===== src/rtl/core/bcdlru_pkg.sv =====
// ----------------------------------------------------------------------------
// bcdlru_pkg
// Shared types, widths and helpers for the block cache directory with
// release-time replacement.
// ----------------------------------------------------------------------------
package bcdlru_pkg;

  // sizing
  localparam int NumBuffers = 32;
  localparam int NumBuckets = 13;

  // field widths
  localparam int FuncW   = 2;
  localparam int DevW    = 8;
  localparam int BlockW  = 32;
  localparam int SelW    = 5;
  localparam int TimeW   = 32;
  localparam int StatusW = 2;
  localparam int RefW    = 8;
  localparam int RankW   = 32;

  // derived widths
  localparam int IdxW    = (NumBuffers > 1) ? $clog2(NumBuffers) : 1;
  localparam int CntW    = $clog2(NumBuffers + 1);
  localparam int BucketW = (NumBuckets > 1) ? $clog2(NumBuckets) : 1;
  localparam int CmpW    = (IdxW > SelW) ? IdxW : SelW;
  localparam int NibW    = 4;
  localparam int ModW    = BucketW + NibW;
  localparam int NibCnt  = BlockW / NibW;
  localparam int NibCntW = (NibCnt > 1) ? $clog2(NibCnt) : 1;

  localparam logic [RefW-1:0] RefMax = {RefW{1'b1}};

  // request codes
  typedef enum logic [FuncW-1:0] {
    FuncGet     = 2'd0,
    FuncRelease = 2'd1,
    FuncPin     = 2'd2,
    FuncUnpin   = 2'd3
  } func_e;

  // result status codes
  typedef enum logic [StatusW-1:0] {
    StatusOk        = 2'd0,
    StatusNoBuffer  = 2'd1,
    StatusCountZero = 2'd2
  } status_e;

  // sequencer states
  typedef enum logic [2:0] {
    StIdle,
    StMod,
    StLaunch,
    StScan,
    StDeliver
  } state_e;

  // request token walking down the chain, with what it has gathered so far
  typedef struct packed {
    logic                valid;
    func_e               func;
    logic [DevW-1:0]     dev;
    logic [BlockW-1:0]   blk;
    logic [BucketW-1:0]  home;
    logic [SelW-1:0]     sel;
    logic [TimeW-1:0]    now;
    logic                hit;
    logic [IdxW-1:0]     hit_idx;
    logic                nread;
    status_e             status;
    logic                vic_found;
    logic                vic_home;
    logic [BucketW-1:0]  vic_bucket;
    logic [TimeW-1:0]    vic_rt;
    logic [RankW-1:0]    vic_rank;
    logic [IdxW-1:0]     vic_idx;
  } tok_t;

  // placement write broadcast to all entries
  typedef struct packed {
    logic                valid;
    logic [IdxW-1:0]     idx;
    logic [DevW-1:0]     dev;
    logic [BlockW-1:0]   blk;
    logic [BucketW-1:0]  bucket;
    logic                new_rank;
    logic [RankW-1:0]    rank;
  } place_t;

  // one nibble of a modulo-bucket-count reduction, msb first
  function automatic logic [BucketW-1:0] mod_step(input logic [BucketW-1:0] rem,
                                                   input logic [NibW-1:0] nib);
    logic [ModW-1:0] x;
    logic [ModW-1:0] m;
    x = {rem, nib};
    for (int k = NibW - 1; k >= 0; k--) begin
      m = ModW'(NumBuckets) << k;
      if (x >= m) begin
        x = x - m;
      end
    end
    return x[BucketW-1:0];
  endfunction

endpackage


===== src/rtl/core/bcdlru_cell.sv =====
// ----------------------------------------------------------------------------
// bcdlru_cell
// One directory entry. Checks the passing request token against its entry,
// applies count changes addressed to it and hands the token on.
// ----------------------------------------------------------------------------
module bcdlru_cell (
  input  logic                               clk_i,
  input  logic                               rst_ni,
  input  logic [bcdlru_pkg::IdxW-1:0]        cell_idx_i,
  input  bcdlru_pkg::tok_t                   tok_i,
  input  bcdlru_pkg::place_t                 place_i,
  output bcdlru_pkg::tok_t                   tok_o
);

  // entry state
  logic                              used_q, used_d;
  logic                              valid_q, valid_d;
  logic [bcdlru_pkg::RefW-1:0]       ref_q, ref_d;
  logic [bcdlru_pkg::TimeW-1:0]      rt_q, rt_d;
  logic [bcdlru_pkg::DevW-1:0]       dev_q, dev_d;
  logic [bcdlru_pkg::BlockW-1:0]     blk_q, blk_d;
  logic [bcdlru_pkg::BucketW-1:0]    bucket_q, bucket_d;
  logic [bcdlru_pkg::RankW-1:0]      rank_q, rank_d;
  bcdlru_pkg::tok_t                  tok_q, tok_d;

  logic sel_match, place_match, tag_match, qualify, cand_home, older, better;

  // match and victim ranking terms
  assign sel_match   = bcdlru_pkg::CmpW'(cell_idx_i) == bcdlru_pkg::CmpW'(tok_i.sel);
  assign place_match = place_i.valid && (place_i.idx == cell_idx_i);
  assign tag_match   = used_q && (dev_q == tok_i.dev) && (blk_q == tok_i.blk);
  assign qualify     = used_q && (ref_q == '0) && (rt_q < tok_i.now);
  assign cand_home   = bucket_q == tok_i.home;
  assign older       = (rt_q < tok_i.vic_rt) ||
                       ((rt_q == tok_i.vic_rt) && (rank_q > tok_i.vic_rank));
  assign better      = !tok_i.vic_found ||
                       (cand_home && !tok_i.vic_home) ||
                       ((cand_home == tok_i.vic_home) &&
                        ((bucket_q < tok_i.vic_bucket) ||
                         ((bucket_q == tok_i.vic_bucket) && older)));

  // token update and entry writes
  always_comb begin
    tok_d    = tok_i;
    used_d   = used_q;
    valid_d  = valid_q;
    ref_d    = ref_q;
    rt_d     = rt_q;
    dev_d    = dev_q;
    blk_d    = blk_q;
    bucket_d = bucket_q;
    rank_d   = rank_q;

    if (tok_i.valid) begin
      case (tok_i.func)
        bcdlru_pkg::FuncGet: begin
          if (!tok_i.hit && tag_match) begin
            tok_d.hit     = 1'b1;
            tok_d.hit_idx = cell_idx_i;
            tok_d.nread   = !valid_q;
            valid_d       = 1'b1;
            if (ref_q != bcdlru_pkg::RefMax) begin
              ref_d = ref_q + bcdlru_pkg::RefW'(1);
            end
          end else if (!tok_i.hit && qualify && better) begin
            tok_d.vic_found  = 1'b1;
            tok_d.vic_home   = cand_home;
            tok_d.vic_bucket = bucket_q;
            tok_d.vic_rt     = rt_q;
            tok_d.vic_rank   = rank_q;
            tok_d.vic_idx    = cell_idx_i;
          end
        end
        bcdlru_pkg::FuncPin: begin
          if (sel_match) begin
            tok_d.status = bcdlru_pkg::StatusOk;
            if (ref_q != bcdlru_pkg::RefMax) begin
              ref_d = ref_q + bcdlru_pkg::RefW'(1);
            end
          end
        end
        bcdlru_pkg::FuncRelease, bcdlru_pkg::FuncUnpin: begin
          if (sel_match) begin
            if (ref_q == '0) begin
              tok_d.status = bcdlru_pkg::StatusCountZero;
            end else begin
              tok_d.status = bcdlru_pkg::StatusOk;
              ref_d        = ref_q - bcdlru_pkg::RefW'(1);
              // last reference gone: stamp the release time
              if ((tok_i.func == bcdlru_pkg::FuncRelease) &&
                  (ref_q == bcdlru_pkg::RefW'(1))) begin
                rt_d = tok_i.now;
              end
            end
          end
        end
        default: begin
        end
      endcase
    end

    // placement of a new block into this entry
    if (place_match) begin
      used_d   = 1'b1;
      valid_d  = 1'b1;
      ref_d    = bcdlru_pkg::RefW'(1);
      dev_d    = place_i.dev;
      blk_d    = place_i.blk;
      bucket_d = place_i.bucket;
      if (place_i.new_rank) begin
        rank_d = place_i.rank;
      end
    end
  end

  // control state
  always_ff @(posedge clk_i or negedge rst_ni) begin
    if (!rst_ni) begin
      used_q  <= 1'b0;
      valid_q <= 1'b0;
      ref_q   <= '0;
      rt_q    <= '0;
      tok_q   <= '0;
    end else begin
      used_q  <= used_d;
      valid_q <= valid_d;
      ref_q   <= ref_d;
      rt_q    <= rt_d;
      tok_q   <= tok_d;
    end
  end

  // entry payload
  always_ff @(posedge clk_i) begin
    dev_q    <= dev_d;
    blk_q    <= blk_d;
    bucket_q <= bucket_d;
    rank_q   <= rank_d;
  end

  assign tok_o = tok_q;

endmodule


===== config.mk =====
export PLATFORM = sky130hd
export DESIGN_NAME = bcdlru_cell
export DESIGN_NICKNAME = d
export VERILOG_FILES = /design/src/rtl/core/bcdlru_pkg.sv /design/src/rtl/core/bcdlru_cell.sv
export SDC_FILE = /design/constraint.sdc
export NUM_CORES = 1
export LEC_CHECK = 0
export BUFFER_PORTS_ARGS = -buffer_cell sky130_fd_sc_hd__buf_2
export CORE_MARGIN = 2
export CORE_UTILIZATION = 30
export DETAILED_ROUTE_END_ITERATION = 10
export SYNTH_ARGS = -nofsm -noshare
export SYNTH_HDL_FRONTEND = slang
export SYNTH_SLANG_ARGS = --single-unit
export TNS_END_PERCENT = 20

===== constraint.sdc =====
create_clock -name clk_i -period 2.5 [get_ports clk_i]
set_input_delay 0.25 -clock clk_i [delete_from_list [all_inputs] [get_ports clk_i]]
set_output_delay 0.25 -clock clk_i [all_outputs]
set_load 0.005 [all_outputs]

---- Word level (Yosys, flattened, before mapping) ----
Cells that the tools add are included.
storage, ports and cells
  output and inout bits ................... 168
  input bits .............................. 258
  bits in registers ....................... 286
operators by class
  bitwise logic cells ..................... 1
  reduce and logical (&&, ||, !) cells .... 31
  multiplexer cells ....................... 22
  $lt $le $gt $ge ......................... 4
  eq/ne operators ......................... 17
  add/subtract/negate cells ............... 2
operator list
  cell                                                                 number
  75-bit 2-to-1 mux                                                    3
  84-bit 2-to-1 mux                                                    1
  32-bit == test                                                       2
  32-bit less-than comparator                                          2
  8-bit 2-to-1 mux                                                     7
  32-bit > comparator                                                  1
  8-bit case mux with 3 select lines                                   1
  7-bit 2-to-1 mux                                                     2
  1-bit logical AND                                                    13
  3-bit inequality test (second input constant)                        4
  5-bit == test                                                        2
  5-bit AND reduction                                                  2
  8-bit by 1-bit adder with 8-bit output (second input constant)       1
  4-bit == test                                                        2
  8-bit by 1-bit == test with 1-bit output (second input constant)     1
  8-bit == test                                                        1
  8-bit zero test                                                      1
  8-bit inequality test (second input constant)                        1
  8-bit by 1-bit subtractor with 8-bit output (second input constant)  1
  2-bit 2-to-1 mux                                                     3
  2-bit nonzero test                                                   3
  2-bit == test (second input constant)                                2
  1-bit zero test                                                      4
  1-bit logical OR                                                     4
  other kinds (10)                                                     13

---- Longest topological paths before layout ----
Gate-level depths: netlist (run 1).
  depth in word-level cells ............... 12
  depth in mapped cells ................... 11

---- Worst setup path after synthesis (run 1) ----
Ideal clock, no wire load.
  kind .................................... input-to-reg
  start ................................... input port place_i[78] (netlist bit)
  end ..................................... register rank_q[0] (netlist bit) (enable)
  path buffers ............................ 0
  arrival ................................. 2417 ps
  setup time .............................. 405 ps
  cell stages on the path ................. 5
  path slack .............................. -323 ps
  cells stage by stage .................... xor2_1 nor4_1 nand3_1 clkinv_1 and2_1
on the way
  cells in the longest elaborated chain, start to end .. 3
RTL lines
  item                           line                source
  start, declared                bcdlru_cell.sv:11   input bcdlru_pkg::place_t place_i,
  5-bit == test                  bcdlru_cell.sv:30   assign place_match = place_i.valid && (place_i.idx == cell_idx_i);
  1-bit logical AND              bcdlru_cell.sv:30
  via place_match                bcdlru_cell.sv:26   logic sel_match, place_match, tag_match, qualify, cand_home, older, better;
  2-bit AND reduction (no line)  --
  end signal, assigned           bcdlru_cell.sv:138  rank_q <= rank_d;
  end, declared                  bcdlru_cell.sv:23   logic [bcdlru_pkg::RankW-1:0] rank_q, rank_d;
The timed path passes the listed nets, and every way through them passes these cells.
A chain may end at the register's enable or synchronous reset.

==> out/results.tsv, run 1 <==
stage	metric	value	unit
timing	timing.final.crit_period	3.03	ns
detailed_routing	drc	0	
final_layout	final_cell_mix	424 x buf_2, 234 x dlygate4sd3_1, 209 x dfrtp_1	
logic_synthesis	synth_top_area_cell	dfrtp_1	
timing	setup_ws	-0.527	ns
global_route	grtUsageTotal	18.3	%
timing	finalSetupViolCount	74	
placement	pre_cts_slack	-0.675	ns
logic_synthesis	synthCells	921	
placement	dp.cells	1991	
detailed_routing	vias	10273	
final_layout	finalInstanceArea	20200	sq um
die	chipWidth	210	um
die	dieArea	44200	sq um
logic_synthesis	synth_fp_nets	1282	
status	status	finished with violations	
die	core	41900	sq um
die	core.rowCount	75	
logic_synthesis	synthAdderAreaFrac	10.1	%
detailed_routing	drtPass1Iterations	4	
logic_synthesis	synth.cell_area	12800	sq um
logic_synthesis	syn_area_per_cell	13.9	sq um
logic_synthesis	synth_edf_count	76	
die	ios	426	
logic_synthesis	yosys.area_share.simple	6.06	%
detailed_routing	wire_per_inst	17.8	um
logic_synthesis	synth_area_leaders	dfrtp_1 41%, edfxtp_1 18%, ha_1 10%	
setup_path	required	2.91	ns
final_layout	fin_nets	2088	
setup_path	arrival	3.44	ns
clocking	cts.htree.levels	2	
global_route	use_met3	4.11	%
placement	dp_hpwl	28600	um
clocking	clk_latency	0.54	ns
die	start_util	30.4	%
logic_synthesis	synth_top_area_share	41.2	%
final_layout	layout.cells.non_filler	2298	
final_layout	mostFrequentLayoutCell	buf_2	
power	ir_worst_vdd	0.614	mV
setup_path	crit_fanout	11	
final_layout	drive_gt1_share	42.5	%
logic_synthesis	synth_top_family_by_area	multiplexers	
global_route	grt_antenna_before_repair	9	
detailed_routing	routed_via_density	4.47	
clocking	cts.sinks	286	
clocking	cts_tree	yes	
timing	drv_slew	0	
setup_path	crit_type	flip-flop to flip-flop	
placement	port_buffers	425	
clocking	cts_buffer_depth	3	
logic_synthesis	synth_xor_xnor_area_share	3.84	%
setup_path	crit_path_start_kind	flip-flop	
global_route	grt_overflow	0	
placement	placed_area	16500	sq um
logic_synthesis	synth_compound_area_share	4.92	%
status	failed_checks	setup timing	
clocking	cts.clk_slew.worst_paths	0.07	ns
timing	slew_headroom	50.8	%
clocking	clockRootBuffer	clkbuf_16	
min_path	hp-start	tok_i[63]	
logic_synthesis	yosys_register_bits	286	
logic_synthesis	synth.area.mux_share	11.6	%
logic_synthesis	ys_seq_area_share	59.1	%
global_route	grt_pass1_vias	11276	
timing	rsz0062_at_grt	yes	
timing	period_share	121	%
logic_synthesis	synth_warnings	0	
logic_synthesis	synth_async_sr_flop_share	73.4	%
global_route	use_met2	32.4	%
power	leakagePower	10.0	nW
timing	max_freq	0.330	GHz
detailed_routing	ant_nets	0	
timing	clock-skew-final	0.0152	ns
min_path	hold_class	primary input to flip-flop	
setup_path	endpoint_kind	flip-flop	
setup_path	timing.rr.start	bucket_q[3]$_DFFE_PP_	
clocking	cts_buffers	35	
global_route	busiest_layer	met2	
global_route	grt_max_degree	89	
power	powerDensity	605	nW/um^2
placement	gp_congestion	0.829	
logic_synthesis	yosysUniqueCellTypes	52	
final_layout	nFillCells	3646	
detailed_routing	wirelength	40800	um
final_layout	area_growth	58.6	%
timing	finalHoldViolCount	0	
global_route	use_met1	21.1	%
die	die_h	210	um
job	maxCapViolations	0	
logic_synthesis	ys.flop_type	dfrtp_1	
timing	tightest_slew	0.738	ns
global_route	grt_pass1_wl	61700	um
detailed_routing	drtIter0Drc	425	
timing	hold_slack	0.0405	ns
setup_path	crit_start	bucket_q[3]$_DFFE_PP_	
power by group:
group	switching [mW]	internal [mW]	total (mW)
Clock	2.07	3.14	5.21
Combinational	0.825	1.02	1.85
Sequential	0.131	5.06	5.19
Total	3.03	9.22	12.2
Yosys cell counts, drive strengths merged, types with 2 or more instances:
library cell / instances
a31oi: 4
and3: 4
buf: 12
nand2: 34
clkbuf: 3
a221oi: 3
dfrtp: 210
nor4b: 2
a21oi: 40
and2: 4
nor4: 10
edfxtp: 76
nor3: 7
o211ai: 3
or3: 9
o211a: 2
o221ai: 2
a211oi: 6
mux2: 110
ha: 103
o21ai: 25
xor2: 13
xnor2: 43
and4: 2
nand4: 29
nand3: 15
a21o: 6
nor2b: 6
inv: 106
nand2b: 2
nor2: 17
worst max-delay path, stage by stage (launching register included):
cell       delay [ns]
edfxtp_1         0.41
xor2_1           0.17
nor4_2           0.35
ha_1             0.25
nand3_4          0.11
a2111oi_4        0.28
o21ai_1          0.14
o311ai_2         0.37
o221ai_4         0.17
buf_12           0.19
buf_12           0.16
mux2_4           0.30
per-stage QoR:
step,utilization [%],power (mW),TNS (ns)
after floorplan,-,5.90,-15.13
after CTS,48.1,12.4,-33.57
after global placement,39.3,6.76,-44.47
final,48.3,12.2,-35.87
after detailed placement,39.3,6.79,-47.61
after global routing,48.3,12.8,-47.64
path summary, 6_finish.rpt:
check | to | slack, ns | cells after the start
max | tok_o[18]$_DFF_PN0_ | -0.53 | 11
min reg2reg | tok_o[77]$_DFF_PN0_ | 0.46 | 1
max reg2reg | tok_o[18]$_DFF_PN0_ | -0.53 | 11
min | tok_o[63]$_DFF_PN0_ | 0.04 | 3
max in group asynchronous | tok_o[70]$_DFF_PN0_ | 1.38 | 3
min in group asynchronous | tok_o[96]$_DFF_PN0_ | 0.34 | 2
area by class of cell:
cell class | count | area (sq um) | share of cell area, %
timing repair buffer | 784 | 5600 | 27.7
clock buffer | 45 | 996 | 4.92
sequential | 286 | 7540 | 37.2
clock inverter | 18 | 178 | 0.878
antenna | 6 | 15.0 | 0.0742
multi-input combinational | 513 | 4840 | 23.9
inverter | 107 | 403 | 1.99
tap | 539 | 674 | 3.33
sequential cells by signal, indices dropped and copies added, names as in the netlist:
name,flops
rt_q,32
used_q,1
valid_q,1
rank_q,32
blk_q,32
bucket_q,4
ref_q,8
dev_q,8
tok_o,168
kinds of logic after synthesis:
logic type	after synthesis
adders and majority gates	103
AOI/OAI and AO/OA	100
buffers and inverters	122
and+or+nand+nor	143
muxes	111
DFF	286
xor gates and xnor gates	56
layer usage:
metal | vias to the layer above | part of all wire (%)
met5 | - | 0.061
met4 | 4 | 4.0
met3 | 87 | 5.9
met2 | 345 | 50
met1 | 4956 | 40
li1 | 4881 | -
what timing repair did:
item	in CTS	in global routing
setup endpoints to repair	83	114
setup buffers	3	1
hold buffers	234	0
resized for setup	18	11
hold endpoints to repair	341	0
cloned	0	0
pin swaps	6	8
(Power assumes the default switching activity.)
==> run 2, diff against run 1 <==
Clock period 2.5 ns to 3.47 ns, I/O delays scaled along.
==> out/results.tsv, run 2 (synthesis results as in run 1) <==
stage	metric	value	unit
status	status	finished, final reports clean	
placement	gp_congestion	0.818	
setup_path	path_buf_inv	3	
min_path	holdPathEnd	tok_o[64]$_DFF_PN0_	
die	ios	426	
detailed_routing	routed_via_density	4.50	
global_route	grt_overflow	0	
die	dieArea	44200	sq um
setup_path	reg2reg_slack	0.28	ns
timing	tightest_slew	0.745	ns
clocking	cts_buffers	35	
final_layout	largest_reg_flops	168	
detailed_routing	drtIter0Drc	289	
placement	placed_area	15600	sq um
detailed_routing	drtPass1Iterations	6	
die	die_h	210	um
setup_path	path_delay_family	simple AND/OR/NAND/NOR gates	
clocking	cts_buffer_depth	3	
clocking	cts.sinks	286	
min_path	hold_class	primary input to flip-flop	
die	chipWidth	210	um
timing	final.setup.tns	0	ns
detailed_routing	wire_per_inst	17.6	um
clocking	cts_tree	yes	
setup_path	crit_fanout	30	
setup_path	crit_chain	dlygate4sd3_1, buf_2, xor2_1, nor4_1, ha_1, nand3_1, or3_1, nor4b_2, a32o_1, o221ai_4, buf_12, mux2_4	
setup_path	r2r_cells	10	
global_route	grt_max_degree	91	
die	core.rowCount	75	
final_layout	mostFrequentLayoutCell	buf_2	
setup_path	required	3.87	ns
setup_path	r2r_end	tok_o[28]$_DFF_PN0_	
power	leakagePower	9.09	nW
setup_path	arrival	3.65	ns
detailed_routing	ant_nets	0	
final_layout	nFillCells	3792	
power	powerDensity	466	nW/um^2
power	ir_worst_vdd	0.418	mV
die	start_util	30.4	%
job	maxCapViolations	0	
final_layout	layout.cells.non_filler	2110	
die	core	41900	sq um
timing	rsz0062_at_grt	no	
final_layout	multi_input_area	4680	sq um
clocking	cts.clk_slew.worst_paths	0.06	ns
detailed_routing	vias	9496	
final_layout	finalInstanceArea	18400	sq um
timing	finalHoldViolCount	0	
clocking	clk_latency	0.55	ns
timing	max_freq	0.308	GHz
final_layout	fin_util	43.8	%
timing	slew_headroom	50.3	%
timing	finalSetupViolCount	0	
final_layout	final_cell_mix	424 x buf_2, 210 x dfrtp_1, 162 x dlygate4sd3_1	
final_layout	drive_gt1_share	38.9	%
clocking	cts.htree.levels	2	
detailed_routing	wirelength	37200	um
placement	pre_cts_slack	0.220	ns
timing	hold_slack	0.0417	ns
placement	port_buffers	425	
clocking	clockRootBuffer	clkbuf_16	
placement	dp.cells	1883	
placement	dp_hpwl	26800	um
timing	clock-skew-final	0.0298	ns
final_layout	fin_nets	1904	
global_route	grt_antenna_before_repair	3	
timing	timing.final.crit_period	3.24	ns
power	p_total	8.57	mW
min_path	hp-start	tok_i[64]	
setup_path	slowest_delay	0.53	ns
detailed_routing	drc	0	
setup_path	crit_type	primary input to flip-flop	
global_route	grt_pass1_vias	10476	
setup_path	crit_path_start_kind	primary input	
timing	setup_ws	0.228	ns
timing	drv_slew	0	
global_route	grtUsageTotal	16.8	%
global_route	grt_pass1_wl	56600	um
min_path	holdPathStages	2	
final_layout	regArea	7540	sq um
timing	period_share	93.4	%
setup_path	endpoint_kind	flip-flop	
final_layout	area_growth	44.1	%
setup_path	worst_path_max_delay_cell	dlygate4sd3_1	
setup_path	timing.rr.start	bucket_q[0]$_DFFE_PP_	
==> run 2: how the worst max path moves through the flow <==
| stage | endpoint | from | depth (start not counted) |
|---|---|---|---|
| finish | tok_o[28]$_DFF_PN0_ | tok_i[122] | 12 |
| global route | tok_o[27]$_DFF_PN0_ | tok_i[122] | 12 |
| CTS | tok_o[0]$_DFF_PN0_ | rt_q[31]$_DFFE_PN0P_ | 9 |
| detailed placement | tok_o[0]$_DFF_PN0_ | tok_i[66] | 11 |
| global placement | tok_o[1]$_DFF_PN0_ | tok_i[68] | 11 |
| floorplan | rank_q[0]$_DFFE_PP_ | place_i[78] | 5 |
==> run 2: worst reg2reg max path: cells and delay by family (launching register included) <==
kind	cells	cell delay (ns)
fa+ha+maj	1	0.22
buf+inv	1	0.24
compound gates	2	0.38
flops	1	0.42
mux	1	0.35
simple gates	4	1.27
xor+xnor	1	0.18
==> run 2: cell type report <==
class / instances / share of cell area, %
Antenna cell: 2 / 0.0272
Clock buffer: 52 / 5.78
Clock inverter: 11 / 0.619
Inverter: 107 / 2.18
Multi-Input combinational cell: 513 / 25.4
Sequential cell: 286 / 41.0
Tap cell: 539 / 3.67
Timing Repair Buffer: 600 / 21.3
==> run 2: report_power, final <==
group / switching, mW / internal, mW
clock: 1.46 / 2.28
sequential: 0.121 / 3.64
combinational: 0.503 / 0.564
total: 2.08 / 6.49
==> run 2: repair_timing <==
| action | CTS | global route |
|---|---|---|
| gates resized for setup | 0 | 1 |
| hold buffers | 162 | 0 |
| endpoints found under the setup margin | 0 | 40 |
| setup buffers | 0 | 0 |
| endpoints found under the hold margin | 248 | 0 |
==> run 2: layer usage <==
| layer | global-route usage (%) | up-vias | wire length [um] |
|---|---|---|---|
| met5 | 0 | - | 13 |
| met3 | 4.51 | 77 | 2460 |
| li1 | - | 4500 | - |
| met1 | 18.9 | 4586 | 14800 |
| met2 | 29.7 | 331 | 18700 |
| met4 | 7.68 | 2 | 1290 |
==> run 3, diff against run 2 <==
Settings changed: CORE_MARGIN 2 to 8, CORE_UTILIZATION 30 to 35.
==> out/results.tsv, run 3 (synthesis results as in run 1) <==
stage	metric	value	unit
status	status	finished, final reports clean	
setup_path	crit_chain	dlygate4sd3_1, buf_2, xor2_1, nor4_1, ha_1, nand3_1, or3_1, nor4b_2, a32o_1, o221ai_4, buf_12, mux2_4	
setup_path	arrival	3.77	ns
final_layout	drive_gt1_share	38.0	%
power	combPwrFrac	13.7	%
die	chipWidth	207	um
clocking	cts_buffer_depth	3	
setup_path	r2r_cells	9	
power	p_total	8.08	mW
final_layout	area_growth	44.5	%
detailed_routing	drtPass1Iterations	4	
power	leakagePower	9.13	nW
detailed_routing	ant_nets	0	
clocking	cts_buffers	31	
power	p_sw	2.03	mW
die	ios	426	
min_path	holdPathStages	2	
detailed_routing	routed_via_density	4.64	
detailed_routing	drtIter0Drc	383	
timing	clock-skew-final	0.0245	ns
power	powerDensity	438	nW/um^2
setup_path	reg2reg_slack	0.16	ns
die	start_util	35.2	%
placement	port_buffers	425	
timing	timing.final.crit_period	3.32	ns
detailed_routing	wirelength	40100	um
timing	max_freq	0.301	GHz
die	core.rowCount	70	
global_route	grt_pass1_vias	10619	
setup_path	crit_type	primary input to flip-flop	
timing	period_share	95.8	%
power	p_int	6.05	mW
die	dieArea	42800	sq um
timing	final.setup.tns	0	ns
clocking	clk_latency	0.58	ns
detailed_routing	vias	9590	
global_route	grt_max_degree	83	
power	p_sw_share	25.1	%
global_route	grt_pass1_wl	59800	um
timing	finalHoldViolCount	0	
setup_path	required	3.91	ns
timing	drv_slew	0	
clocking	cts_tree	yes	
global_route	grtUsageTotal	18.2	%
placement	dp_hpwl	29800	um
final_layout	fin_nets	1933	
setup_path	timing.rr.start	rt_q[30]$_DFFE_PN0P_	
detailed_routing	drc	0	
setup_path	crit_path_start_kind	primary input	
setup_path	worst_path_max_delay_cell	dlygate4sd3_1	
power	p_clk_share	39.6	%
global_route	grt_antenna_before_repair	4	
power	seq_power_share	46.6	%
die	core	36300	sq um
job	maxCapViolations	0	
final_layout	mostFrequentLayoutCell	buf_2	
final_layout	final_cell_mix	424 x buf_2, 210 x dfrtp_1, 195 x dlygate4sd3_1	
global_route	grt_overflow	0	
die	die_h	207	um
final_layout	finalInstanceArea	18400	sq um
setup_path	endpoint_kind	flip-flop	
detailed_routing	wire_per_inst	19.4	um
min_path	holdPathEnd	tok_o[70]$_DFF_PN0_	
power	ir_worst_vdd	0.435	mV
timing	slew_headroom	53.7	%
clocking	cts.sinks	286	
clocking	cts.htree.levels	1	
placement	gp_congestion	0.802	
min_path	hold_class	primary input to flip-flop	
clocking	post_cts_buffers	0	
clocking	clockRootBuffer	clkbuf_16	
setup_path	slowest_delay	0.54	ns
final_layout	largest_reg_flops	168	
min_path	hp-start	tok_i[70]	
setup_path	r2r_end	tok_o[28]$_DFF_PN0_	
setup_path	crit_fanout	44	
timing	tightest_slew	0.694	ns
timing	rsz0062_at_grt	yes	
placement	placed_area	15500	sq um
final_layout	fin_util	50.8	%
clocking	cts.clk_slew.worst_paths	0.06	ns
timing	finalSetupViolCount	0	
[run 3: changes by cell type in the layout (fill, tap and decap cells not counted), sizes merged]
cell,delta
dlygate4sd3,+33
clkbuf,-10
bufinv,-1
diode,+1
clkinvlp,+1
clkinv,+5
[run 3: final cells by class]
cell class | count | area, sq um
diodes | 3 | 7.51
clock buffers | 42 | 857
clock inverters | 16 | 134
fillers | 3144 | 17800
inverters | 107 | 402
multi-input cells | 513 | 4680
flip-flops and latches | 286 | 7540
well taps | 468 | 586
repair buffers | 633 | 4240
[run 3: metrics by stage]
stage	std cells	setup WS, ns	hold slack, ns
2_1_floorplan	921	0.550	0.0514
3_3_place_gp	1812	0.0536	0.402
3_5_place_dp	1812	0.0285	0.405
4_1_cts	2065	0.00513	0.00104
5_1_grt	2068	-0.00860	0.00276
6_report	2068	0.146	0.0267
[run 3: routing by layer]
layer	part of all wire, %	GRT usage, %	vias to the layer above
met3	8.5	5.27	56
met1	39	20.8	4615
li1	-	-	4564
met4	3.1	6.61	2
met5	0.032	0	-
met2	49	32.0	353
[run 3: critical path, delay by kind of cell]
| kind | cells | cell delay (ns) |
|---|---|---|
| XOR/XNOR | 1 | 0.16 |
| multiplexers | 1 | 0.34 |
| adder cells (fa/ha/maj) | 1 | 0.23 |
| buffers and inverters | 3 | 0.93 |
| AND/OR/NAND/NOR | 4 | 1.36 |
| AO/OA/AOI/OAI | 2 | 0.35 |
[run 3: worst max path at each step]
stage / from / end / slack (ns) / cells past startpoint
floorplan: place_i[78] / rank_q[0]$_DFFE_PP_ / 0.55 / 5
global placement: tok_i[67] / tok_o[30]$_DFF_PN0_ / 0.05 / 11
detailed placement: tok_i[67] / tok_o[28]$_DFF_PN0_ / 0.03 / 11
CTS: rt_q[30]$_DFFE_PN0P_ / tok_o[28]$_DFF_PN0_ / 0.005 / 9
global route: rt_q[30]$_DFFE_PN0P_ / tok_o[28]$_DFF_PN0_ / -0.009 / 9
finish: tok_i[122] / tok_o[28]$_DFF_PN0_ / 0.15 / 12
[run 3: power by group through the flow]
stage               clock network (mW)  registers, mW  logic [mW]
floorplan                            0           3.81       0.445
global placement                     0           3.82       0.914
finish                            3.20           3.77        1.11
global route                      3.42           3.79        1.24
detailed placement                   0           3.83       0.938
CTS                               3.30           3.76        1.12
[run 3: timing repair]
action                     4_1_cts  5_1_grt
hold buffers                   195        0
setup endpoints to repair        0       74
gates resized for setup          0        1
hold endpoints to repair       278        0
